File: src/hdl/byte_round_hash_b_32_defines.svh
// Assertion macros shared by the hash block.
`ifndef BYTE_ROUND_HASH_B_32_DEFINES_SVH
`define BYTE_ROUND_HASH_B_32_DEFINES_SVH

// Same-cycle implication, checked on every clock edge outside reset.
`define BRH_ASSERT_NOW(label, ante, cons) \
  label: assert property (@(posedge clk) disable iff (rst) (ante) |-> (cons)) \
    else $error("brh assertion failed");

// Next-cycle implication, checked on every clock edge outside reset.
`define BRH_ASSERT_NEXT(label, ante, cons) \
  label: assert property (@(posedge clk) disable iff (rst) (ante) |=> (cons)) \
    else $error("brh assertion failed");

`endif

File: src/hdl/brh_pkg.sv
package brh_pkg;

  typedef logic [7:0] byte_t;

  typedef struct packed {
    logic [3:0][7:0] bytes;
    logic            emit;
  } blk_req_t;

  localparam int NROUNDS = 16;

  localparam byte_t START_A = 8'h84;
  localparam byte_t START_B = 8'h5d;
  localparam byte_t START_C = 8'h6f;
  localparam byte_t START_D = 8'hff;

  function automatic byte_t pad_byte(input logic [1:0] idx);
    case (idx)
      2'd0: return 8'h11;
      2'd1: return 8'h89;
      2'd2: return 8'h2f;
      default: return 8'he3;
    endcase
  endfunction

  function automatic byte_t round_xor(input logic [3:0] r);
    case (r)
      4'd0: return 8'h2a;
      4'd1: return 8'h04;
      4'd2: return 8'h14;
      4'd3: return 8'h61;
      4'd4: return 8'hc4;
      4'd5: return 8'he9;
      4'd6: return 8'hf4;
      4'd7: return 8'h3e;
      4'd8: return 8'hbb;
      4'd9: return 8'ha2;
      4'd10: return 8'hb3;
      4'd11: return 8'hbc;
      4'd12: return 8'hf8;
      4'd13: return 8'h1a;
      4'd14: return 8'h3c;
      default: return 8'he4;
    endcase
  endfunction

  function automatic logic [2:0] round_rot(input logic [3:0] r);
    case (r)
      4'd0: return 3'd5;
      4'd1: return 3'd3;
      4'd2: return 3'd0;
      4'd3: return 3'd3;
      4'd4: return 3'd7;
      4'd5: return 3'd2;
      4'd6: return 3'd6;
      4'd7: return 3'd4;
      4'd8: return 3'd4;
      4'd9: return 3'd1;
      4'd10: return 3'd2;
      4'd11: return 3'd6;
      4'd12: return 3'd1;
      4'd13: return 3'd5;
      4'd14: return 3'd1;
      default: return 3'd3;
    endcase
  endfunction

  function automatic logic [1:0] byte_pick(input logic [3:0] r);
    case (r)
      4'd0: return 2'd0;
      4'd1: return 2'd1;
      4'd2: return 2'd2;
      4'd3: return 2'd3;
      4'd4: return 2'd2;
      4'd5: return 2'd3;
      4'd6: return 2'd0;
      4'd7: return 2'd1;
      4'd8: return 2'd1;
      4'd9: return 2'd0;
      4'd10: return 2'd3;
      4'd11: return 2'd2;
      4'd12: return 2'd0;
      4'd13: return 2'd3;
      4'd14: return 2'd2;
      default: return 2'd1;
    endcase
  endfunction

  function automatic byte_t rotl8(input byte_t v, input logic [2:0] n);
    logic [15:0] w;
    w = {v, v} << n;
    return w[15:8];
  endfunction

  function automatic byte_t mix(input byte_t a, input byte_t c, input logic [1:0] sel);
    case (sel)
      2'd0: return a ^ c;
      2'd1: return rotl8(a, 3'd1) + rotl8(c, 3'd7);
      2'd2: return rotl8(a, 3'd3) ^ rotl8(c, 3'd6);
      default: return a + c;
    endcase
  endfunction

endpackage

File: src/hdl/brh_queue.sv
module brh_queue (
  input  logic              clk,
  input  logic              rst,
  input  logic              push,
  input  brh_pkg::blk_req_t din,
  input  logic              pop,
  output brh_pkg::blk_req_t dout,
  output logic              full,
  output logic              empty
);
  import brh_pkg::*;

  blk_req_t   slots [2];
  logic       wr_ptr;
  logic       rd_ptr;
  logic [1:0] count;

  assign full  = (count == 2'd2);
  assign empty = (count == 2'd0);
  assign dout  = slots[rd_ptr];

  always_ff @(posedge clk) begin
    if (push) begin
      slots[wr_ptr] <= din;
    end
  end

  always_ff @(posedge clk) begin
    if (rst) begin
      wr_ptr <= 1'b0;
      rd_ptr <= 1'b0;
      count  <= 2'd0;
    end else begin
      if (push) begin
        wr_ptr <= ~wr_ptr;
      end
      if (pop) begin
        rd_ptr <= ~rd_ptr;
      end
      case ({push, pop})
        2'b10: count <= count + 2'd1;
        2'b01: count <= count - 2'd1;
        default: count <= count;
      endcase
    end
  end

endmodule

File: src/hdl/brh_front.sv
module brh_front (
  input  logic              clk,
  input  logic              rst,
  input  logic              in_valid,
  output logic              in_stall,
  input  logic [7:0]        data_byte,
  input  logic              has_byte,
  input  logic              last,
  input  logic              q_full,
  output logic              push,
  output brh_pkg::blk_req_t blk
);
  import brh_pkg::*;

  byte_t      stored [4];
  logic [1:0] cnt;
  logic       accept;
  logic [2:0] fill;

  assign in_stall = q_full;
  assign accept   = in_valid && !q_full;
  assign push     = accept && ((has_byte && (cnt == 2'd3)) || last);
  assign fill     = {1'b0, cnt} + {2'b00, has_byte};

  // merge the incoming byte, then pad the tail
  always_comb begin
    byte_t cur;
    logic [2:0] off;
    for (int p = 0; p < 4; p++) begin
      cur = (has_byte && (cnt == 2'(p))) ? data_byte : stored[p];
      off = 3'(p) - fill;
      blk.bytes[p] = (3'(p) < fill) ? cur : pad_byte(off[1:0]);
    end
    blk.emit = last;
  end

  always_ff @(posedge clk) begin
    if (accept && has_byte) begin
      stored[cnt] <= data_byte;
    end
  end

  always_ff @(posedge clk) begin
    if (rst) begin
      cnt <= 2'd0;
    end else if (accept) begin
      if (push) begin
        cnt <= 2'd0;
      end else begin
        cnt <= fill[1:0];
      end
    end
  end

endmodule

File: src/hdl/brh_core.sv
module brh_core (
  input  logic              clk,
  input  logic              rst,
  input  logic              q_empty,
  input  brh_pkg::blk_req_t q_data,
  output logic              pop,
  output logic              out_valid,
  input  logic              out_stall,
  output logic [31:0]       digest
);
  import brh_pkg::*;

  typedef enum logic [2:0] {
    S_IDLE = 3'b001,
    S_RUN  = 3'b010,
    S_DONE = 3'b100
  } core_state_t;

  core_state_t state;
  blk_req_t    blk;
  logic [3:0]  rnd;
  byte_t       a, b, c, d;
  byte_t       t, b_next;
  logic        out_free;

  assign pop      = (state == S_IDLE) && !q_empty;
  assign out_free = !out_valid || !out_stall;

  always_comb begin
    t      = mix(a, c, rnd[1:0]) + blk.bytes[byte_pick(rnd)];
    b_next = rotl8(t ^ round_xor(rnd), round_rot(rnd));
  end

  always_ff @(posedge clk) begin
    if (pop) begin
      blk <= q_data;
    end
    if (state == S_DONE && blk.emit && out_free) begin
      digest <= {a, b, c, d};
    end
  end

  always_ff @(posedge clk) begin
    if (rst) begin
      state     <= S_IDLE;
      rnd       <= 4'd0;
      a         <= START_A;
      b         <= START_B;
      c         <= START_C;
      d         <= START_D;
      out_valid <= 1'b0;
    end else begin
      if (out_valid && !out_stall && !(state == S_DONE && blk.emit)) begin
        out_valid <= 1'b0;
      end
      case (state)
        S_IDLE: begin
          if (pop) begin
            rnd   <= 4'd0;
            state <= S_RUN;
          end
        end
        S_RUN: begin
          a   <= d;
          d   <= c;
          c   <= c + b;
          b   <= b_next;
          rnd <= rnd + 4'd1;
          if (rnd == 4'(NROUNDS - 1)) begin
            state <= S_DONE;
          end
        end
        S_DONE: begin
          if (!blk.emit) begin
            state <= S_IDLE;
          end else if (out_free) begin
            out_valid <= 1'b1;
            a         <= START_A;
            b         <= START_B;
            c         <= START_C;
            d         <= START_D;
            state     <= S_IDLE;
          end
        end
        default: state <= S_IDLE;
      endcase
    end
  end

endmodule

File: src/hdl/byte_round_hash_b_32.sv
// channel | signals                          | direction
// --------+----------------------------------+----------
// in      | in_valid in_stall data_byte      | request in
//         | has_byte last                    |
// out     | out_valid out_stall digest       | request out
//
// A byte is taken whenever the block queue is not full; each 4-byte block
// (or padded tail) then passes the round unit as a load, 16 rounds and a
// finish step. The round unit works on one block at a time.
// in_stall rises only while the two-entry block queue is full; out_stall
// holds the digest register and stops the rounds only when a new digest is ready.
// rst is synchronous: start values loaded, queue and output emptied.
`include "byte_round_hash_b_32_defines.svh"

module byte_round_hash_b_32 (
  input  logic        clk,
  input  logic        rst,
  input  logic        in_valid,
  output logic        in_stall,
  input  logic [7:0]  data_byte,
  input  logic        has_byte,
  input  logic        last,
  output logic        out_valid,
  input  logic        out_stall,
  output logic [31:0] digest
);
  import brh_pkg::*;

  blk_req_t f_blk;
  blk_req_t q_data;
  logic     push;
  logic     pop;
  logic     q_full;
  logic     q_empty;

  brh_front u_front (
    .clk       (clk),
    .rst       (rst),
    .in_valid  (in_valid),
    .in_stall  (in_stall),
    .data_byte (data_byte),
    .has_byte  (has_byte),
    .last      (last),
    .q_full    (q_full),
    .push      (push),
    .blk       (f_blk)
  );

  brh_queue u_queue (
    .clk   (clk),
    .rst   (rst),
    .push  (push),
    .din   (f_blk),
    .pop   (pop),
    .dout  (q_data),
    .full  (q_full),
    .empty (q_empty)
  );

  brh_core u_core (
    .clk       (clk),
    .rst       (rst),
    .q_empty   (q_empty),
    .q_data    (q_data),
    .pop       (pop),
    .out_valid (out_valid),
    .out_stall (out_stall),
    .digest    (digest)
  );

  `BRH_ASSERT_NOW(a_queue_flags, 1'b1, !(q_full && q_empty))
  `BRH_ASSERT_NOW(a_no_push_full, push, !q_full)
  `BRH_ASSERT_NOW(a_no_pop_empty, pop, !q_empty)
  `BRH_ASSERT_NEXT(a_push_not_empty, push, !q_empty)

endmodule

File: config.mk
export PLATFORM = sky130hd
export DESIGN_NAME = byte_round_hash_b_32
export DESIGN_NICKNAME = d
export VERILOG_FILES = /design/src/hdl/brh_pkg.sv /design/src/hdl/brh_queue.sv /design/src/hdl/brh_front.sv /design/src/hdl/brh_core.sv /design/src/hdl/byte_round_hash_b_32.sv
export VERILOG_INCLUDE_DIRS = /design/src /design/src/hdl
export SDC_FILE = /design/constraint.sdc
export NUM_CORES = 1
export LEC_CHECK = 0
export ABC_AREA = 1
export ABC_CLOCK_PERIOD_IN_PS = 11100
export BUFFER_PORTS_ARGS = -buffer_cell sky130_fd_sc_hd__buf_2
export CORE_MARGIN = 2
export CORE_UTILIZATION = 51
export DETAILED_ROUTE_END_ITERATION = 16
export GPL_TIMING_DRIVEN = 0
export PLACE_DENSITY = 0.71
export REMOVE_ABC_BUFFERS = 1
export SYNTH_ARGS = -nofsm -noshare
export SYNTH_HDL_FRONTEND = slang
export SYNTH_SLANG_ARGS = --single-unit
File: constraint.sdc
create_clock -name clk -period 11.1 [get_ports clk]
set_clock_uncertainty 0.05 [all_clocks]
set_input_delay 3.33 -clock clk [delete_from_list [all_inputs] [get_ports clk]]
set_output_delay 3.33 -clock clk [all_outputs]
set_load 0.02 [all_outputs]
==> Word-level counts from Yosys, hierarchy flattened <==
Memories as Yosys holds them, arrays and structs flattened. A register that Yosys moved wholly into a read port is not among the register bits.
Index checks and enable logic that the tools add are counted.
{ "op_classes": {"n_bitwise": 5, "n_shift": 1, "order_cmp": 5, "mux": 50, "n_addsub": 12, "eq_ne": 25, "reduce_logical": 32} }
{ "ops": {"columns": ["op", "count"], "rows": [
  ["$mux W8", 17],
  ["$pmux W8 S3", 5],
  ["$pmux W8 S2", 4],
  ["$add A8 B8 Y8", 4],
  ["$mux W4", 7],
  ["$xor A8 B8 Y8", 3],
  ["$eq A2 B2 Y1 const B", 9],
  ["$bmux W8 S2", 1],
  ["$shl A16 B3 Y16", 1],
  ["$eq A2 B1 Y1 const B", 7],
  ["$logic_not A2 Y1", 7],
  ["$logic_and A1 B1 Y1", 12],
  ["$mux W3", 4],
  ["$pmux W3 S3", 1],
  ["$mux W1", 8],
  ["$pmux W4 S2", 1],
  ["$lt A1 B3 Y1 const A", 2],
  ["$lt A2 B3 Y1 const A", 2],
  ["$ne A2 B1 Y1 const B", 3],
  ["$reduce_and A3 Y1", 2],
  ["$reduce_bool A2 Y1", 3],
  ["$logic_not A1 Y1", 5],
  ["$add A4 B1 Y4 const B", 1],
  ["$eq A4 B4 Y1 const B", 1],
  ["other kinds (16)", 20]
]} }
{ "word_totals": {"mem_bits_ro": 208, "reg_bits": 78, "output_inout_bits": 34, "ramBits": 98, "elab_cells": 147, "n_memories": 5} }
{ "memory_table": {"columns": ["name", "words", "word_bits", "read_ports", "rd_clocked_by_memory_dff", "write_ports", "line", "rtl"], "rows": [
  ["(name not given)", 16, 8, 1, 1, 0, "brh_pkg.sv:27", "case (r)"],
  ["u_queue.slots", 2, 33, 1, 1, 1, "brh_queue.sv:13", "blk_req_t slots [2];"],
  ["(name not given)", 16, 3, 1, 1, 0, "brh_pkg.sv:48", "case (r)"],
  ["(name not given)", 16, 2, 1, 1, 0, "brh_pkg.sv:69", "case (r)"],
  ["u_front.stored", 4, 8, 4, 0, 1, "brh_front.sv:15", "byte_t stored [4];"]
]} }

==> Longest topological paths before layout <==
Gate-level depths: netlist (run 1).
{ "logic_depth": {"ltp_word": 8, "mapped_depth": 27, "mapped_depth_nobuf": 27} }

==> Modules after synthesis <==
From an unflattened synthesis (run 1), not the netlist that was laid out.
{ "unflattened": {"cells_unflattened": 1111, "hier_area_um2": 11149.4} }
{ "modules_own_cells": {"columns": ["mod", "cells_per_inst", "area_each_um2", "n_inst", "seq_area_each_um2"], "rows": [
  ["brh_core", 705, 6217.2, 1, 3012.9],
  ["brh_queue", 136, 2762.6, 1, 2082.0],
  ["brh_front", 270, 2169.6, 1, 1001.0]
]} }

==> Worst setup path after synthesis (run 1) <==
OpenSTA, ideal clock, no wires.
{ "synth_timing": {"path_kind": "in2reg", "from": "input port has_byte", "to": "memory u_queue.slots[0][0] (netlist bit), enable pin", "required_time_ps": 10627, "cell_stages": 4, "setup_ps": 423, "slack_ps": 5067, "n_path_buf": 0, "arrival_time_ps": 5560, "cell_sequence": "inv_1 nor3_1 o21ai_1 nor2_1"} }
{ "synth_between": {"elab_chain_cells": 5} }
{ "synth_lines": {"columns": ["element", "line", "rtl"], "rows": [
  ["from (decl)", "byte_round_hash_b_32.sv:21", "input logic has_byte,"],
  ["$logic_and A1 B1 Y1", "brh_front.sv:22", "assign push = accept && ((has_byte && (cnt == 2'd3)) || last);"],
  ["$logic_or A1 B1 Y1", "brh_front.sv:22", null],
  ["$logic_and A1 B1 Y1", "brh_front.sv:22", null],
  ["$mux W1", "brh_queue.sv:23", "if (push) begin"],
  ["$mux W1 (implied by the code)", "brh_queue.sv:24", "slots[wr_ptr] <= din;"],
  ["to (decl)", "brh_queue.sv:13", null]
]} }
No other way between the ends.

==> Worst setup path after layout (run 1) <==
{ "layout_timing": {"from": "input port out_stall", "to": "register u_core.d[7]"} }
{ "layout_between": {"elab_chain_cells": 4} }
{ "layout_lines": {"columns": ["element", "line", "rtl"], "rows": [
  ["from (decl)", "byte_round_hash_b_32.sv:24", "input logic out_stall,"],
  ["$logic_not A1 Y1", "brh_core.sv:27", "assign out_free = !out_valid || !out_stall;"],
  ["$logic_or A1 B1 Y1", "brh_core.sv:27", null],
  ["$ne A2 B1 Y1 (no source line)", null, null],
  ["$reduce_and A3 Y1 (no source line)", null, null],
  ["to (signal assigned)", "brh_core.sv:50", "d <= START_D;"],
  ["to (signal assigned)", "brh_core.sv:65", "d <= c;"],
  ["to (signal assigned)", "brh_core.sv:81", "d <= START_D;"],
  ["to (decl)", "brh_core.sv:22", "byte_t a, b, c, d;"]
]} }
No other way between the ends.
A chain may end at the register's enable or synchronous reset.

==> reports/metrics.yaml, run 1 <==
run_status: "finished, final reports clean"
syn-instance-count: 1081
layout_worst_path_cycle_share_pct: 53.3
cts-root-buf: "clkbuf_16"
pin_count: 48
r2r_slack_ps: 7240
numPlacedInstances: 1369
setup_viol: 0
worstSetupStartpoint: "out_stall"
initial_core_util_pct: 51.9
route.detailed.drc: 0
fmax_ghz: 0.169
powerDensity_nw_per_um2: 245
ant_nets: 0
drv_slew: 0
arrival_ps: 6250
cp_max_fo: 33
antenna_found_initial: 0
reg2reg_to: "u_core.b[2]$_SDFFE_PP1P_"
cts_made_buffers: 24
cts_resized: 0
synth-main-ff-cell: "edfxtp_1"
min_path_type: "register to register"
hold_start: "u_core.d[0]$_SDFFE_PP1P_"
fin_tns_setup_ps: 0
hpwl_mm: 15.0
ir_drop_mv: 0.150
die-area_um2: 21800
hold_violations: 0
power_frac_seq_pct: 40.0
num_antenna_cells: 0
fillers: 1713
cp-endpoint: "u_core.d[7]$_SDFFE_PP1P_"
grt_pass1_vias: 6974
grt_setup_unrepaired: "no"
rows: 52
period_minus_slack_ps: 5910
wl_per_cell_um: 15.1
endpoint_kind: "register"
startpoint_type: "input port"
synthArstFlopShare_pct: 0
area_delta_synth_final_pct: 12.7
synth_edf_count: 163
grt_util_all_layers_pct: 19.7
worstSkewPairLatency_ps: 540
grt_max_degree: 37
cts_sinks: 222
vias_per_cell: 5.23
holdBufCountCts: 0
clock_power_share_pct: 26.7
synth_area_um2: 10500
worstMarginPinSlew_ps: 1250
place.gp.congestion: 0.894
combPwrFrac_pct: 33.4
layoutNonFillerInstCount: 1413
die_y_um: 148
via_count: 7388
core_area_um2: 20200
synth_warnings: 0
drv_cap: 0
p_switching_mw: 1.04
r2r_cells: 27
clkTransAtPathRegs_ps: 60
switching_share_pct: 35.8
drive_above_1_share_pct: 9.89
criticalPathCategory: "input port to register"
relSlewSlack_pct: 16.2
grt_pass1_wl_mm: 34.7
avgSynthCellArea_um2: 9.72
chipWidth_um: 148
post_cts_buffers: 0
ys_ff_latch: 222
drtPass1Iterations: 6
cts_max_path_buffers: 3
nNetsFinal: 1192
h-tree-depth: 1
port_buffers: 47
yosysSeqAreaShare_pct: 57.8
wirelength_mm: 21.3
cts_tree: "built"
grt_overflow: 0
initialDrtViolationCount: 418
cp.required_ps: 11430
leakage_nw: 4.75
yosysUniqueCellTypes: 41
r2r_start: "u_core.c[1]$_SDFFE_PP1P_"
intPower_mw: 1.86
## synthesized netlist by cell type, types with 4 or more instances
cell type,n,share of area [%]
nand2_1,284,10
edfxtp_1,163,47
inv_1,98,3.5
o21ai_0,79,3.8
nor2_1,70,2.5
dfxtp_1,59,11
a21oi_1,52,2.5
nand3_1,51,2.4
ha_1,48,5.7
o22ai_1,32,1.9
clkbuf_1,28,1.0
xnor2_1,14,1.2
xor2_1,14,1.2
o21ai_1,13,0.62
a31oi_1,6,0.36
inv_2,6,0.21
or2_2,6,0.36
a21o_1,5,0.36
fa_1,5,0.95
mux2i_1,5,0.48
nor3_1,4,0.19
o211ai_1,4,0.29
## state kept, by name, indices dropped and copies added, names as in the netlist, named ones only
signal and count:
u_queue.wr_ptr 1, u_core.d 8, u_front.stored 32, u_core.out_valid 1
u_queue.rd_ptr 1, u_core.state 3, u_core.b 8, u_queue.slots 66
u_core.rnd 4, u_queue.count 2, u_core.digest 32, u_front.cnt 2
u_core.c 8, u_core.a 8, u_core.blk 33
## cell families (layout without fill, tap and decap cells)
| group | Yosys count | count (layout) | share of synthesized area [%] |
|---|---|---|---|
| buf+inv | 139 | 201 | 5.00 |
| mux | 5 | 5 | 0.476 |
| fa+ha+maj | 53 | 53 | 6.67 |
| simple gates | 429 | 429 | 16.8 |
| flops | 222 | 222 | 57.8 |
| compound gates | 205 | 205 | 10.8 |
| xor+xnor | 28 | 28 | 2.33 |
## critical path, stage by stage
cell and delay (ps):
buf_2 70, nand2_1 80, nand3_1 110, inv_1 480
nor2_1 1080, inv_1 660, o22ai_1 320, nand2_1 90
## cells in the final DEF, fill, tap and decap left out, types with 13 or more instances in the layout
cell	count
xnor2_1	14
inv_1	98
nor2_1	68
a21oi_1	52
edfxtp_1	163
nand3_1	51
clkbuf_16	26
buf_2	47
o22ai_1	32
dfxtp_1	59
nand2_1	284
ha_1	48
xor2_1	14
o21ai_0	79
o21ai_1	13
## power groups by stage
| stage | logic (mW) | clock network [mW] | registers (mW) |
|---|---|---|---|
| after floorplan | 0.711 | 0 | 1.15 |
| final | 0.969 | 0.774 | 1.16 |
| after global routing | 1.11 | 0.819 | 1.18 |
| after detailed placement | 0.965 | 0 | 1.18 |
| after global placement | 0.911 | 0 | 1.18 |
| after CTS | 0.972 | 0.787 | 1.16 |
## worst min path at each step
stage,endpoint,slack (ps),depth (start not counted)
after detailed placement,u_core.digest[0]$_DFFE_PP_,400,0
after CTS,u_core.digest[0]$_DFFE_PP_,420,0
after global routing,u_core.digest[19]$_DFFE_PP_,440,0
final,u_core.digest[0]$_DFFE_PP_,420,0
after floorplan,u_core.digest[0]$_DFFE_PP_,380,0
after global placement,u_core.digest[2]$_DFFE_PP_,390,0
## routing by layer
layer	wire, um	vias to the layer above	global-route usage, %
li1	-	3779	-
met1	9240	3373	25.2
met2	10300	185	33.9
met3	938	51	2.87
met4	839	0	8.22
met5	0	-	0
## per-stage QoR
step                cell area [um2]  hold WS, ps  worst slack, ps  util (%)  power (mW)
floorplan                     10400          382             5070         -        1.87
global placement              11000          394             3940      54.1        2.09
detailed placement            11000          400             4670      54.6        2.14
CTS                           11800          415             5170      58.5        2.92
global route                  11800          442             4940      58.5        3.10
finish                        11800          415             5190      58.5        2.90
## area by class of cell
cell class | count | area [um2] | area share (%)
flip-flops and latches | 222 | 6080 | 51.3
repair buffers | 50 | 303 | 2.56
well taps | 270 | 338 | 2.85
clock buffers | 28 | 658 | 5.56
inverters | 107 | 402 | 3.39
multi-input cells | 720 | 3930 | 33.2
clock inverters | 16 | 138 | 1.16
Note: power is estimated with default switching activity, not from simulation.
==> inputs of run 2 (changes only) <==
--- a/config.mk
+++ b/config.mk
@@ -6,14 +6,14 @@
 export SDC_FILE = /design/constraint.sdc
 export NUM_CORES = 1
 export LEC_CHECK = 0
-export ABC_AREA = 1
-export ABC_CLOCK_PERIOD_IN_PS = 11100
+export ABC_AREA = 0
+export ABC_CLOCK_PERIOD_IN_PS = 5200
 export BUFFER_PORTS_ARGS = -buffer_cell sky130_fd_sc_hd__buf_2
 export CORE_MARGIN = 2
 export CORE_UTILIZATION = 51
 export DETAILED_ROUTE_END_ITERATION = 16
 export GPL_TIMING_DRIVEN = 0
-export PLACE_DENSITY = 0.71
+export PLACE_DENSITY = 0.74
 export REMOVE_ABC_BUFFERS = 1
 export SYNTH_ARGS = -nofsm -noshare
 export SYNTH_HDL_FRONTEND = slang
==> constraint.sdc (replaced) <==
create_clock -name clk -period 5.2 [get_ports clk]
set_clock_uncertainty 0.05 [all_clocks]
set_input_delay 1.56 -clock clk [delete_from_list [all_inputs] [get_ports clk]]
set_output_delay 1.56 -clock clk [all_outputs]
set_load 0.02 [all_outputs]
==> run 2 against run 1 <==
  * Core utilization is 0.13 points lower
  * Sequential share of layout area hardly changed
  * Sequential power is 100% higher
  * Register-to-register slack worse by 6300 ps
  * Clock power is 95% higher
  * Cell area hardly changed
  * Area after synthesis is 0.94% higher
  * Flip-flop and latch count stayed put
  * First-iteration DRC count is 0.72% higher
  * Global-route usage is 0.90 points lower
  * Combinational power is 62% higher
  * Hold slack worse by 1.2 ps
==> reports/metrics.yaml, run 2 <==
run_status: "finished, final reports clean"
final_cell_mix: "edfxtp_1 (163), nor2_1 (64), nand2_1 (64), a21oi_1 (58), dfxtp_1 (58)"
clkTransAtPathRegs_ps: 60  # about the same
multiInputGateArea_um2: 4290  # +9.3%
cts_max_path_buffers: 3  # unchanged
syn-instance-count: 868  # -20%
wirelength_mm: 20.1  # -5.4%
nNetsFinal: 977  # -18%
post_cts_buffers: 0  # unchanged
dpl-instance-area_um2: 11200  # +1.0%
synth_area_leaders: "edfxtp_1 (46%), dfxtp_1 (11%), ha_1 (5.7%)"
route.detailed.drc: 0  # unchanged
cts-root-buf: "clkbuf_16"
yosysUniqueCellTypes: 60  # +46%
place.gp.congestion: 0.925  # +3.6%
antenna_found_initial: 0  # unchanged
synth_warnings: 0  # unchanged
synth.largest_area_cell: "edfxtp_1"
criticalPathCategory: "register to register"
die-area_um2: 22000  # +0.91%
grt_util_all_layers_pct: 18.8  # -0.90 points
core_area_um2: 20300  # +0.32%
grt_max_degree: 51  # +38%
synth_edf_count: 163  # unchanged
final_common_cell: "edfxtp_1"
dp_slack_ps: 910  # -3770 ps
powerDensity_nw_per_um2: 458  # +87%
cp_max_fo: 8  # -76%
seqCellArea_um2: 6080  # about the same
initial_core_util_pct: 52.2  # +0.32 points
grt_pass1_wl_mm: 33.3  # -3.8%
synth-main-ff-cell: "edfxtp_1"
grt_setup_unrepaired: "no"
avgSynthCellArea_um2: 12.2  # +26%
cts_tree: "built"
ir_drop_mv: 0.294  # +96%
layout_setup_ws_ps: 951  # -4240 ps
cts_sinks: 222  # unchanged
yosysSeqAreaShare_pct: 57.3  # -0.54 points
netlist_top_cells_count: "edfxtp_1 (163), nor2_1 (66), nand2_1 (64)"
hold_violations: 0  # unchanged
worstMarginPinSlew_ps: 1070  # -185 ps
cts_resized: 0  # unchanged
holdBufCountCts: 0  # unchanged
ys_ff_latch: 222  # unchanged
max_stage_delay_ps: 580  # -500 ps
chipWidth_um: 148  # +0.45%
pin_count: 48  # unchanged
rows: 52  # unchanged
crit_chain: "ha_1 -> a211oi_1 -> o21bai_1 -> a21oi_1 -> xnor2_1 -> a222oi_1 -> mux2i_1 -> ha_1 -> or2_2 -> a21oi_1 -> a31oi_1 -> xor2_2 -> xnor2_1 -> mux4_2 -> a221oi_2"
largest_register: "u_queue.slots"
relSlewSlack_pct: 28.7  # +12 points
h-tree-depth: 1  # unchanged
stdcell_area_um2: 11900  # about the same
grt_pass1_vias: 6635  # -4.9%
fillers: 1667  # -2.7%
leakage_nw: 4.35  # -8.4%
port_buffers: 47  # unchanged
fmax_ghz: 0.235
period_minus_slack_ps: 4250
largest_register_ffs: 66  # unchanged
area_delta_synth_final_pct: 11.7
endpoint_kind: "register"
ant_nets: 0  # unchanged
cp.required_ps: 5580  # -5850 ps
die_y_um: 148  # +0.45%
drtPass1Iterations: 5  # -1
num_antenna_cells: 0  # unchanged
vias_per_cell: 5.54  # +6.0%
reg.largest.list: "u_queue.slots: 66 flops, u_core.blk: 33 flops"
grt_overflow: 0  # unchanged
via_count: 6636  # -10%
wl_per_cell_um: 16.8  # +12%
synth_top_area_share_pct: 46.2  # -0.43 points
drv_cap: 0  # unchanged
synth_most_common_cell: "edfxtp_1"
synth_area_um2: 10600  # +0.94%
drv_slew: 0  # unchanged
cts_made_buffers: 23  # -4.2%
layout_worst_path_cycle_share_pct: 81.7
layoutNonFillerInstCount: 1197  # -15%
initialDrtViolationCount: 421  # +0.72%
worstSkewPairLatency_ps: 530  # about the same
arrival_ps: 4630  # -1620 ps
setup_viol: 0  # unchanged
numPlacedInstances: 1155  # -16%
crit_slowest_cell: "dfxtp_1"
hpwl_mm: 13.9  # -7.6%
startpoint_type: "register"
min_path_type: "register to register"
synthArstFlopShare_pct: 0  # unchanged
drive_above_1_share_pct: 15.1  # +5.2 points
-- run 2: path summary, 6_finish.rpt --
kind                            start                          to  slack [ps]  depth (start not counted)
max          u_core.c[2]$_SDFFE_PP1P_    u_core.b[2]$_SDFFE_PP1P_         950                         15
min          u_core.d[0]$_SDFFE_PP1P_  u_core.digest[0]$_DFFE_PP_         410                          0
max reg2reg  u_core.c[2]$_SDFFE_PP1P_    u_core.b[2]$_SDFFE_PP1P_         950                         15
min reg2reg  u_core.d[0]$_SDFFE_PP1P_  u_core.digest[0]$_DFFE_PP_         410                          0
-- run 2: cells by family after synthesis --
| kind of cell | count (synthesis) | share of synthesized area [%] |
|---|---|---|
| AND/OR/NAND/NOR | 231 | 10.1 |
| flip-flops | 222 | 57.3 |
| AO/OA/AOI/OAI | 170 | 10.1 |
| multiplexers | 72 | 8.90 |
| adder cells (fa/ha/maj) | 53 | 6.61 |
| XOR/XNOR | 53 | 4.52 |
| buffers and inverters | 67 | 2.45 |
-- run 2: power breakdown --
group,total [mW],internal [mW],switching (mW),leakage (nW)
clock network,1.51,0.853,0.659,0.330
registers,2.34,2.20,0.143,1.96
logic,1.57,0.716,0.853,2.07
total,5.42,3.77,1.65,4.35
-- run 2: through the flow --
step	hold WS [ps]	utilization (%)	power (mW)	setup TNS, ps
floorplan	381	-	3.54	0
global placement	394	54.4	3.88	-11980
detailed placement	403	54.9	3.94	0
CTS	417	58.4	5.46	0
global route	427	58.4	5.74	0
finish	414	58.4	5.42	0
-- run 2: worst max-delay path: cells and delay by family, from the launching register on --
family                     cells  cell delay, ps
AOI/OAI and AO/OA              7            1430
xor gates and xnor gates       3             440
adders and majority gates      2             670
DFF                            1             580
muxes                          2             660
and+or+nand+nor                1             320
-- run 2: routing by layer --
| layer | vias to the layer above | share of wire, % | wire length [um] | track usage [%] |
|---|---|---|---|---|
| li1 | 3297 | - | - | - |
| met1 | 3147 | 43 | 8680 | 23.9 |
| met2 | 143 | 50 | 10000 | 33.2 |
| met3 | 49 | 4.2 | 837 | 2.85 |
| met4 | 0 | 3.0 | 605 | 6.29 |
| met5 | - | 0 | 0 | 0 |
-- run 2: cell type report --
| type | instances | share of cell area, % |
|---|---|---|
| timing repair buffer | 53 | 2.80 |
| clock inverter | 9 | 0.538 |
| multi-input combinational | 579 | 36.2 |
| clock buffer | 33 | 5.34 |
| inverter | 31 | 0.982 |
| sequential | 222 | 51.3 |
| tap | 270 | 2.85 |
